File: src/design/gcl_pkg.sv
// Shared types and constants for the GCD / LCM unit.
`default_nettype none

package gcl_pkg;

    localparam int DATA_W  = 64;
    localparam int CNT_W   = 6;
    localparam int SHIFT_W = 6;

    localparam logic [DATA_W-1:0] LCM_LIMIT = 64'h7FFF_FFFF_FFFF_FFFF;

    typedef enum logic [2:0] {
        CMD_NONE,
        CMD_LOAD,
        CMD_GCD_STEP,
        CMD_GCD_END,
        CMD_DIV_STEP,
        CMD_MUL_STEP,
        CMD_PUBLISH
    } cmd_t;

    typedef struct packed {
        logic gcd_done;
        logic lcm_path;
        logic cnt_last;
    } status_t;

endpackage

`default_nettype wire

File: src/design/gcl_datapath.sv
// Datapath of the GCD / LCM unit: binary GCD, restoring divider, shift-add multiplier.
`default_nettype none

module gcl_datapath
    import gcl_pkg::*;
(
    input  wire logic              clk,
    input  wire logic              rst_n,
    input  wire cmd_t              cmd,
    output status_t                status,
    input  wire logic              kind,
    input  wire logic [DATA_W-1:0] operand_a,
    input  wire logic [DATA_W-1:0] operand_b,
    output logic [DATA_W-1:0]      result,
    output logic                   overflow
);

    logic              kind_reg, kind_next;
    logic              zero_reg, zero_next;
    logic [DATA_W-1:0] ma_reg, ma_next;
    logic [DATA_W-1:0] mb_reg, mb_next;
    logic [DATA_W-1:0] u_reg, u_next;
    logic [DATA_W-1:0] v_reg, v_next;
    logic [SHIFT_W-1:0] k_reg, k_next;
    logic [DATA_W-1:0] g_reg, g_next;
    logic [DATA_W-1:0] rem_reg, rem_next;
    logic [DATA_W-1:0] q_reg, q_next;
    logic [CNT_W-1:0]  cnt_reg, cnt_next;
    logic [DATA_W-1:0] acc_reg, acc_next;
    logic              ovf_reg, ovf_next;
    logic [DATA_W-1:0] result_reg, result_next;
    logic              overflow_reg, overflow_next;

    logic [DATA_W-1:0] mag_a, mag_b;
    logic [DATA_W-1:0] u_minus_v, v_minus_u;
    logic              u_ge_v;
    logic [DATA_W:0]   rem_sh;
    logic              rem_ge;
    logic [DATA_W:0]   rem_diff;
    logic [DATA_W:0]   mul_sum;
    logic [DATA_W-1:0] final_value;
    logic              final_ovf;

    assign mag_a = operand_a[DATA_W-1] ? (~operand_a + 1'b1) : operand_a;
    assign mag_b = operand_b[DATA_W-1] ? (~operand_b + 1'b1) : operand_b;

    assign u_minus_v = u_reg - v_reg;
    assign v_minus_u = v_reg - u_reg;
    assign u_ge_v    = (u_reg >= v_reg);

    assign rem_sh   = {rem_reg, q_reg[DATA_W-1]};
    assign rem_ge   = (rem_sh >= {1'b0, g_reg});
    assign rem_diff = rem_sh - {1'b0, g_reg};

    assign mul_sum = {acc_reg, 1'b0} + (q_reg[DATA_W-1] ? {1'b0, mb_reg} : '0);

    always_comb
    begin
        if (kind_reg && zero_reg)
        begin
            final_value = '0;
            final_ovf   = 1'b0;
        end
        else if (kind_reg)
        begin
            final_value = ovf_reg ? LCM_LIMIT : acc_reg;
            final_ovf   = ovf_reg;
        end
        else
        begin
            final_value = g_reg;
            final_ovf   = 1'b0;
        end
    end

    always_comb
    begin
        kind_next     = kind_reg;
        zero_next     = zero_reg;
        ma_next       = ma_reg;
        mb_next       = mb_reg;
        u_next        = u_reg;
        v_next        = v_reg;
        k_next        = k_reg;
        g_next        = g_reg;
        rem_next      = rem_reg;
        q_next        = q_reg;
        cnt_next      = cnt_reg;
        acc_next      = acc_reg;
        ovf_next      = ovf_reg;
        result_next   = result_reg;
        overflow_next = overflow_reg;
        case (cmd)
            CMD_LOAD:
            begin
                kind_next = kind;
                zero_next = (mag_a == '0) || (mag_b == '0);
                ma_next   = mag_a;
                mb_next   = mag_b;
                u_next    = mag_a;
                v_next    = mag_b;
                k_next    = '0;
                cnt_next  = '0;
                acc_next  = '0;
                ovf_next  = 1'b0;
            end
            CMD_GCD_STEP:
            begin
                // Common factors of two are counted in k and restored at the end.
                if (!u_reg[0] && !v_reg[0])
                begin
                    u_next = u_reg >> 1;
                    v_next = v_reg >> 1;
                    k_next = k_reg + 1'b1;
                end
                else if (!u_reg[0])
                begin
                    u_next = u_reg >> 1;
                end
                else if (!v_reg[0])
                begin
                    v_next = v_reg >> 1;
                end
                else if (u_ge_v)
                begin
                    u_next = u_minus_v >> 1;
                end
                else
                begin
                    v_next = v_minus_u >> 1;
                end
            end
            CMD_GCD_END:
            begin
                // One of u and v is zero here, so the OR picks the other.
                g_next   = (u_reg | v_reg) << k_reg;
                q_next   = ma_reg;
                rem_next = '0;
                cnt_next = '0;
            end
            CMD_DIV_STEP:
            begin
                rem_next = rem_ge ? rem_diff[DATA_W-1:0] : rem_sh[DATA_W-1:0];
                q_next   = {q_reg[DATA_W-2:0], rem_ge};
                cnt_next = cnt_reg + 1'b1;
            end
            CMD_MUL_STEP:
            begin
                // Quotient bits enter MSB first; the partial product only grows,
                // so once it passes the limit the flag is final.
                q_next   = {q_reg[DATA_W-2:0], 1'b0};
                cnt_next = cnt_reg + 1'b1;
                if (!ovf_reg)
                begin
                    if (mul_sum > {1'b0, LCM_LIMIT})
                    begin
                        ovf_next = 1'b1;
                    end
                    else
                    begin
                        acc_next = mul_sum[DATA_W-1:0];
                    end
                end
            end
            CMD_PUBLISH:
            begin
                result_next   = final_value;
                overflow_next = final_ovf;
            end
            default:
            begin
            end
        endcase
    end

    always_ff @(posedge clk or negedge rst_n)
    begin
        if (!rst_n)
        begin
            kind_reg <= 1'b0;
            zero_reg <= 1'b0;
            k_reg    <= '0;
            cnt_reg  <= '0;
            ovf_reg  <= 1'b0;
        end
        else
        begin
            kind_reg <= kind_next;
            zero_reg <= zero_next;
            k_reg    <= k_next;
            cnt_reg  <= cnt_next;
            ovf_reg  <= ovf_next;
        end
    end

    always_ff @(posedge clk)
    begin
        ma_reg       <= ma_next;
        mb_reg       <= mb_next;
        u_reg        <= u_next;
        v_reg        <= v_next;
        g_reg        <= g_next;
        rem_reg      <= rem_next;
        q_reg        <= q_next;
        acc_reg      <= acc_next;
        result_reg   <= result_next;
        overflow_reg <= overflow_next;
    end

    assign status.gcd_done = (u_reg == '0) || (v_reg == '0);
    assign status.lcm_path = kind_reg && !zero_reg;
    assign status.cnt_last = &cnt_reg;

    assign result   = result_reg;
    assign overflow = overflow_reg;

endmodule

`default_nettype wire

File: src/design/gcl_controller.sv
// Sequencer of the GCD / LCM unit: handshakes and datapath commands.
`default_nettype none

module gcl_controller
    import gcl_pkg::*;
(
    input  wire logic    clk,
    input  wire logic    rst_n,
    input  wire logic    in_valid,
    output logic         in_stall,
    output logic         out_valid,
    input  wire logic    out_stall,
    input  wire status_t status,
    output cmd_t         cmd
);

    typedef enum logic [2:0] {
        S_IDLE,
        S_GCD,
        S_DIV,
        S_MUL,
        S_DONE
    } state_t;

    state_t state_reg, state_next;
    logic   out_valid_reg, out_valid_next;
    logic   out_free;

    // The output register can take a new result when empty or being drained.
    assign out_free = !out_valid_reg || !out_stall;

    always_comb
    begin
        state_next     = state_reg;
        out_valid_next = out_valid_reg && out_stall;
        cmd            = CMD_NONE;
        case (state_reg)
            S_IDLE:
            begin
                if (in_valid)
                begin
                    cmd        = CMD_LOAD;
                    state_next = S_GCD;
                end
            end
            S_GCD:
            begin
                if (status.gcd_done)
                begin
                    cmd        = CMD_GCD_END;
                    state_next = status.lcm_path ? S_DIV : S_DONE;
                end
                else
                begin
                    cmd = CMD_GCD_STEP;
                end
            end
            S_DIV:
            begin
                cmd = CMD_DIV_STEP;
                if (status.cnt_last)
                begin
                    state_next = S_MUL;
                end
            end
            S_MUL:
            begin
                cmd = CMD_MUL_STEP;
                if (status.cnt_last)
                begin
                    state_next = S_DONE;
                end
            end
            S_DONE:
            begin
                if (out_free)
                begin
                    cmd            = CMD_PUBLISH;
                    out_valid_next = 1'b1;
                    state_next     = S_IDLE;
                end
            end
            default:
            begin
                state_next = S_IDLE;
            end
        endcase
    end

    always_ff @(posedge clk or negedge rst_n)
    begin
        if (!rst_n)
        begin
            state_reg     <= S_IDLE;
            out_valid_reg <= 1'b0;
        end
        else
        begin
            state_reg     <= state_next;
            out_valid_reg <= out_valid_next;
        end
    end

    assign in_stall  = (state_reg != S_IDLE);
    assign out_valid = out_valid_reg;

    a_publish_no_overwrite: assert property (@(posedge clk) disable iff (!rst_n)
        (cmd == CMD_PUBLISH) |-> (!out_valid_reg || !out_stall))
        else $error("result published over an unread result");

    a_accept_starts_gcd: assert property (@(posedge clk) disable iff (!rst_n)
        (in_valid && !in_stall) |=> (state_reg == S_GCD))
        else $error("accepted item did not start the GCD loop");

    a_div_to_mul: assert property (@(posedge clk) disable iff (!rst_n)
        (state_reg == S_DIV && status.cnt_last) |=> (state_reg == S_MUL))
        else $error("divider did not hand over to the multiplier");

    a_done_publishes: assert property (@(posedge clk) disable iff (!rst_n)
        (state_reg == S_DONE && !out_valid_reg) |=> (out_valid_reg && state_reg == S_IDLE))
        else $error("finished result not published to a free output");

endmodule

`default_nettype wire

File: src/design/gcd_lcm_unit.sv
// Top level of the GCD / LCM unit: controller and datapath.
// Each item takes the magnitudes of two signed 64-bit operands and returns their
// GCD (kind 0) or LCM (kind 1); an LCM above 2^63-1 saturates and sets overflow.
// One item is in work at a time. The GCD runs a binary (shift and subtract)
// loop at one step per cycle. Every step drops at least one bit from u or v,
// so full-width operands need at most 128 steps, and small ones need fewer.
// An LCM with two nonzero operands then runs a bit-serial restoring divider
// and a shift-add multiplier. Load, hand-off and publish are steps of their
// own, and a finished result may wait for the output register to be free.
// The output register holds a finished result while the next item is accepted.
`default_nettype none

module gcd_lcm_unit
    import gcl_pkg::*;
(
    input  wire logic              clk,
    input  wire logic              rst_n,
    input  wire logic              in_valid,
    output logic                   in_stall,
    input  wire logic              kind,
    input  wire logic [DATA_W-1:0] operand_a,
    input  wire logic [DATA_W-1:0] operand_b,
    output logic                   out_valid,
    input  wire logic              out_stall,
    output logic [DATA_W-1:0]      result,
    output logic                   overflow
);

    cmd_t    cmd;
    status_t status;

    gcl_controller u_controller (
        .clk       (clk),
        .rst_n     (rst_n),
        .in_valid  (in_valid),
        .in_stall  (in_stall),
        .out_valid (out_valid),
        .out_stall (out_stall),
        .status    (status),
        .cmd       (cmd)
    );

    gcl_datapath u_datapath (
        .clk       (clk),
        .rst_n     (rst_n),
        .cmd       (cmd),
        .status    (status),
        .kind      (kind),
        .operand_a (operand_a),
        .operand_b (operand_b),
        .result    (result),
        .overflow  (overflow)
    );

endmodule

`default_nettype wire

File: config.mk
export PLATFORM = sky130hd
export DESIGN_NAME = gcd_lcm_unit
export DESIGN_NICKNAME = d
export VERILOG_FILES = /design/src/design/gcl_pkg.sv /design/src/design/gcl_datapath.sv /design/src/design/gcl_controller.sv /design/src/design/gcd_lcm_unit.sv
export SDC_FILE = /design/constraint.sdc
export NUM_CORES = 2
export LEC_CHECK = 0
export BUFFER_PORTS_ARGS = -buffer_cell sky130_fd_sc_hd__buf_4
export CORE_MARGIN = 4
export CORE_UTILIZATION = 42
export CTS_CLUSTER_SIZE = 20
export DETAILED_ROUTE_END_ITERATION = 6
export SLEW_MARGIN = 20
export SYNTH_ARGS = -nofsm -noshare
export SYNTH_HDL_FRONTEND = slang
export SYNTH_SLANG_ARGS = --single-unit
File: constraint.sdc
create_clock -name clk -period 8.4 [get_ports clk]
set_input_delay 0 -clock clk [delete_from_list [all_inputs] [get_ports clk]]
set_output_delay 0 -clock clk [all_outputs]
set_load 0.05 [all_outputs]
* Word-level counts from Yosys, hierarchy flattened
Cells that the tools add are included.
** Operators by class
- Order comparisons :: 3
- Equality and inequality tests :: 22
- Mux-type cells :: 40
- Reductions and logical operators :: 33
- Shift operators :: 1
- Bitwise logic cells :: 4
- $add $sub $neg :: 8
** Operators with widths (count)
- $mux W64 :: 16
- $pmux W64 S2 :: 4
- $logic_not A64 Y1 :: 4
- $pmux W64 S3 :: 1
- $sub A64 B64 Y64 :: 3
- $add A64 B1 Y64 const B :: 2
- $not A64 Y64 :: 2
- $add A65 B65 Y65 :: 1
- $ge A65 B64 Y1 :: 1
- $gt A65 B63 Y1 const B :: 1
- $ge A64 B64 Y1 :: 1
- $or A64 B64 Y64 :: 1
- $shl A64 B6 Y64 :: 1
- $pmux W3 S5 :: 2
- $pmux W6 S2 :: 2
- $mux W3 :: 7
- $add A6 B1 Y6 const B :: 2
- $eq A3 B2 Y1 const B :: 4
- $eq A3 B3 Y1 const B :: 4
- $ne A2 B2 Y1 const B :: 6
- $ne A4 B4 Y1 const B :: 3
- $reduce_and A3 Y1 :: 3
- $reduce_bool A2 Y1 :: 4
- $eq A3 B1 Y1 const B :: 2
- other kinds (15) :: 34
** Storage, ports and cells
- Word-level logic and storage cells :: 130
- Register bits :: 596
- Input bits :: 133

* Longest topological paths before layout
- Depth in word-level cells :: 7
- Depth in mapped cells :: 17
- Depth with buffers taken out :: 15

* Modules after synthesis
Synthesis repeated with hierarchy kept, for this count alone.
** Unflattened totals
- Cell total of the unflattened synthesis :: 5297
- Area total of the unflattened synthesis :: 47936.0 um2
** By module, submodules not included
- gcl_datapath :: sequential area each 17702.0 um2, times used 1, cells an instance 5270, area each 47682.0 um2
- gcl_controller :: sequential area each 100.1 um2, times used 1, cells an instance 27, area each 254.0 um2

* Worst setup path after synthesis
OpenSTA, ideal clock, no wires.
- Kind :: reg2reg
- Start point :: register u_controller.state_reg[1]
- End point :: register u_datapath.acc_reg[0], enable pin
- Buffers on the path :: 1
- Arrival time :: 4.825 ns
- Slack :: 3.166 ns
- Required time :: 7.992 ns
- Library setup time :: 0.408 ns
- Stages on the path, launching flop included :: 6
- Cell sequence :: dfrtp_1 clkbuf_1 nor3_1 nand2_2 clkinv_1 a31o_2
** On the way
- Word-level cells in the longest chain between the ends :: 5
** Ends and longest elaborated chain
- start, declared :: RTL line gcl_controller.sv:25 : state_t state_reg, state_next;
- start signal, assigned :: RTL line gcl_controller.sv:99 : state_reg <= state_next;
- $eq A3 B3 Y1 (tied with other cells) :: RTL line gcl_controller.sv:37 : case (state_reg)
- $pmux W3 S5 * :: RTL line gcl_controller.sv:37
- $eq A3 B3 Y1 / $eq A3 B1 Y1 (equally long branches) :: RTL line gcl_datapath.sv:93 : case (cmd)
- $ne A2 B2 Y1 (no line) / $reduce_bool A2 Y1 (equally long branches)
- $reduce_and A3 Y1 (no line) *
- end signal, assigned :: RTL line gcl_datapath.sv:205 : acc_reg <= acc_next;
- end, declared :: RTL line gcl_datapath.sv:29 : logic [DATA_W-1:0] acc_reg, acc_next;
Mark *: on every way between the ends. The rest lies on a longest branch, timed or not.
A chain may end at the register's enable or synchronous reset.

* Worst setup path in the final report
- Start point :: register u_datapath.q_reg[63]
- End point :: register u_datapath.acc_reg[30], enable pin
** On the way
- Word-level cells in the longest chain between the ends :: 5
** Ends and longest elaborated chain
- start, declared :: RTL line gcl_datapath.sv:27 : logic [DATA_W-1:0] q_reg, q_next;
- start signal, assigned :: RTL line gcl_datapath.sv:204 : q_reg <= q_next;
- $mux W64 :: RTL line gcl_datapath.sv:55 : assign mul_sum = {acc_reg, 1'b0} + (q_reg[DATA_W-1] ? {1'b0, mb_reg} : '0);
- $add A65 B65 Y65 :: RTL line gcl_datapath.sv:55
- $gt A65 B63 Y1 :: RTL line gcl_datapath.sv:155 : if (mul_sum > {1'b0, LCM_LIMIT})
- $ne A2 B2 Y1 (no line)
- $reduce_and A3 Y1 (no line)
Every way passes these cells.

==> impl_metrics.yaml <==
setup_path:
  cp-start-kind: "flip-flop"
  end_kind: "flip-flop"
  crit_required_ns: 8.73
  path_max_fanout: 42
  arrival_ns: 6.10
  critPathKind: "flip-flop to flip-flop"
flow_run:
  cap_violations: 0
detailed_routing:
  ant_nets: 0
  wl_per_cell_um: 27.6
  drt_iter0_drc: 4797
  dr.pass1.iters: 6
  routed_via_density: 6.15
  wl_um: 196000
  via_count: 43700
  drc: 0
yosys:
  syn_area_um2: 48100
  yosysSeqAreaShare_pct: 37.0
  avgSynthCellArea_um2: 9.04
  synth-edff-count: 577
  synth-warning-count: 0
  synth_cell_types: 87
  postSynthCellCount: 5321
  ys_async_sr_fraction_pct: 3.19
  ys.flop_type: "edfxtp_1"
  synth-seq-cells: 596
  syn_nets: 5781
global_route:
  grt_pass1_wl_um: 281000
  grt_util_met2_pct: 47.4
  grt_pass1_vias: 41200
  grt_max_degree: 133
  grt_busiest_layer: "met2"
  grt.met3_usage_pct: 5.61
  overflow: 0
  grtUsageMet1_pct: 43.0
  antenna_found_initial: 7
  grt_use_total_pct: 31.3
finish:
  area_growth_pct: 14.8
  layout.nets: 5998
  n_fill_cell: 10700
  drive_above_1_share_pct: 9.86
  final_core_util_pct: 48.8
sta:
  timing.slew.headroom_pct: 18.2
  rsz0062_at_grt: "false"
  worst_pin_slew_ns: 1.22
  fin_crit_sh_pct: 68.7
  slew_viol_final: 0
  fin_skew_ns: 0.0471
  layout_min_cycle_time_ns: 5.77
  tns_ns: 0
  hold_violations: 0
  setup_viol: 0
  fmax_ghz: 0.173
floorplan:
  die_y_um: 346
  die_area_um2: 120000
  dieWidth_um: 346
  core-area_um2: 113000
  row_count: 123
  start_util_pct: 42.5
  ioPinCount: 200
clock_tree:
  cts_setup_buffers: 0
  htree_levels: 3
  max-clock-path-buffers: 3
  cts_buffers: 73
  cts_sinks: 596
  root_buffer: "clkbuf_16"
  insertion_delay_ns: 0.68
  cts_tree: "done"
  cts.clk_slew.worst_paths_ns: 0.06
run_status:
  status: "finished clean"
power_and_ir_drop:
  vdd_ir_drop_max_mv: 0.152
  p_per_area_nw_per_um2: 127
  p_leak_uw: 0.0210
place:
  portBuffers: 199
  gp_congestion: 1.06
  dp_hpwl_um: 154000
hold_path:
  hold_path_class: "primary input to flip-flop"
[area by class of cell]
cell class / count / area (um2) / share of cell area (%)
tap: 1500 / 1880 / 3.40
timing repair buffer: 433 / 3700 / 6.71
inverter: 368 / 1390 / 2.51
multi-input combinational: 4066 / 27900 / 50.5
clock inverter: 47 / 589 / 1.07
antenna: 7 / 17.5 / 0.0317
clock buffer: 87 / 1920 / 3.48
sequential: 596 / 17800 / 32.3
[power by group]
| part | internal, uW | switching, uW | leakage [uW] |
|---|---|---|---|
| registers | 3230 | 0.0000000000000292 | 0.00560 |
| clock network | 1970 | 1410 | 0.00120 |
| logic | 161 | 228 | 0.0141 |
[per-stage QoR]
| stage | std cells | setup slack (ns) | instance area, um2 | hold WS (ns) | power (uW) |
|---|---|---|---|---|---|
| final | 7104 | 2.63 | 55200 | 0.0888 | 6990 |
| after global routing | 7097 | 2.25 | 55200 | 0.115 | 7190 |
| after CTS | 7097 | 2.67 | 55200 | 0.0396 | 7030 |
| after detailed placement | 6791 | 2.67 | 50900 | -0.0407 | 3590 |
| after global placement | 6791 | 2.78 | 50900 | -0.0428 | 3590 |
| after floorplan | 5321 | 3.17 | 48100 | -0.296 | 3410 |
[kinds of logic (layout without fill, tap and decap cells)]
logic type	count (synthesis)	in the layout	share of synthesized area [%]
mux	249	249	6.84
fa+ha+maj	327	327	8.57
compound gates	1441	1441	19.3
buf+inv	659	935	5.17
simple gates	1690	1690	16.5
xor+xnor	359	359	6.54
flops	596	596	37.0
other cells	0	7	0
[layout by cell type, fill, tap and decap left out, types with 51 or more instances in the layout]
cell type        n
a21o_1          91
a21oi_1        485
a221oi_1        90
and2_1          81
buf_4          260
clkbuf_16       74
dlygate4sd3_1  171
edfxtp_1       577
ha_1           323
inv_1          359
mux2_2          55
mux2i_1        136
mux4_2          58
nand2_1        477
nand3_1         81
nand4_1         68
nor2_1         533
nor2b_1         51
nor3_1          88
nor4_1         103
o21ai_0        254
o21bai_1       146
o31ai_1         65
xnor2_1        274
xor2_1          85
[critical path, cell delays in order, from the launching register on]
cell and delay (ns):
edfxtp_1 0.67, and2_1 0.27, ha_1 0.35, o211ai_1 0.10, o21ai_0 0.38, o21ai_0 0.33, a211o_1 0.37, a21oi_1 0.39
o21ai_0 0.25, o21ai_0 0.35, a221oi_1 0.13, buf_4 0.18, or2_2 0.29, a21oi_1 0.23, a31o_4 0.65, buf_4 0.45
[layer usage]
layer,vias up,share of wire (%)
met5,-,0.012
met4,4,5.8
met3,404,8.9
met2,2137,44
met1,21200,42
li1,19900,-
[final timing paths]
path | slack, ns | cells past startpoint | from | endpoint
worst min-delay path | 0.09 | 3 | operand_a[63] | u_datapath.ma_reg[1]$_DFFE_PP_
max in group asynchronous | 7.79 | 4 | rst_n | u_datapath.k_reg[0]$_DFFE_PN0P_
worst max register to register | 2.63 | 15 | u_datapath.q_reg[63]$_DFFE_PP_ | u_datapath.acc_reg[30]$_SDFFCE_PP0P_
worst min register to register | 0.51 | 2 | u_datapath.q_reg[45]$_DFFE_PP_ | u_datapath.q_reg[46]$_DFFE_PP_
worst max-delay path | 2.63 | 15 | u_datapath.q_reg[63]$_DFFE_PP_ | u_datapath.acc_reg[30]$_SDFFCE_PP0P_
min in group asynchronous | 0.40 | 4 | rst_n | u_datapath.k_reg[2]$_DFFE_PN0P_
[Yosys cell counts (8+ instances only)]
cell	count	area share (%)
inv_1	360	2.8
o221ai_1	14	0.26
nor3_1	89	0.93
a211oi_1	48	0.75
o31ai_1	65	1.0
mux4_2	58	2.7
clkbuf_1	254	2.0
xnor2_1	274	5.0
buf_1	34	0.27
nor4_1	104	1.4
nor2b_1	52	0.68
or3_1	49	0.64
o211ai_1	29	0.45
ha_1	323	8.4
or4_1	29	0.45
and2_1	81	1.1
edfxtp_1	577	36
or2_2	18	0.23
nand2b_1	37	0.48
a221o_1	8	0.17
a21oi_1	487	5.1
clkinv_1	8	0.062
nand2_1	480	3.7
o21ai_0	254	2.6
nand4_1	68	0.88
o41ai_1	31	0.56
a21boi_0	16	0.25
mux2_2	55	1.3
o32ai_1	16	0.29
and3_1	30	0.39
nor2_1	534	4.2
xor2_1	85	1.5
o31a_1	14	0.26
nand3_1	81	0.84
dfrtp_1	19	0.99
o21a_1	20	0.31
mux2i_1	136	2.8
a31oi_1	26	0.34
o21bai_1	146	2.3
a21o_1	91	1.4
a221oi_1	90	1.6
a22o_1	9	0.16
o22a_1	8	0.15
[what timing repair did]
item | 4_1_cts | 5_1_grt
resized for setup | 0 | 0
hold buffers | 172 | 0
hold endpoints to repair | 225 | 0
endpoints found under the setup margin | 0 | 0
Power figures use the tool's default switching activity.
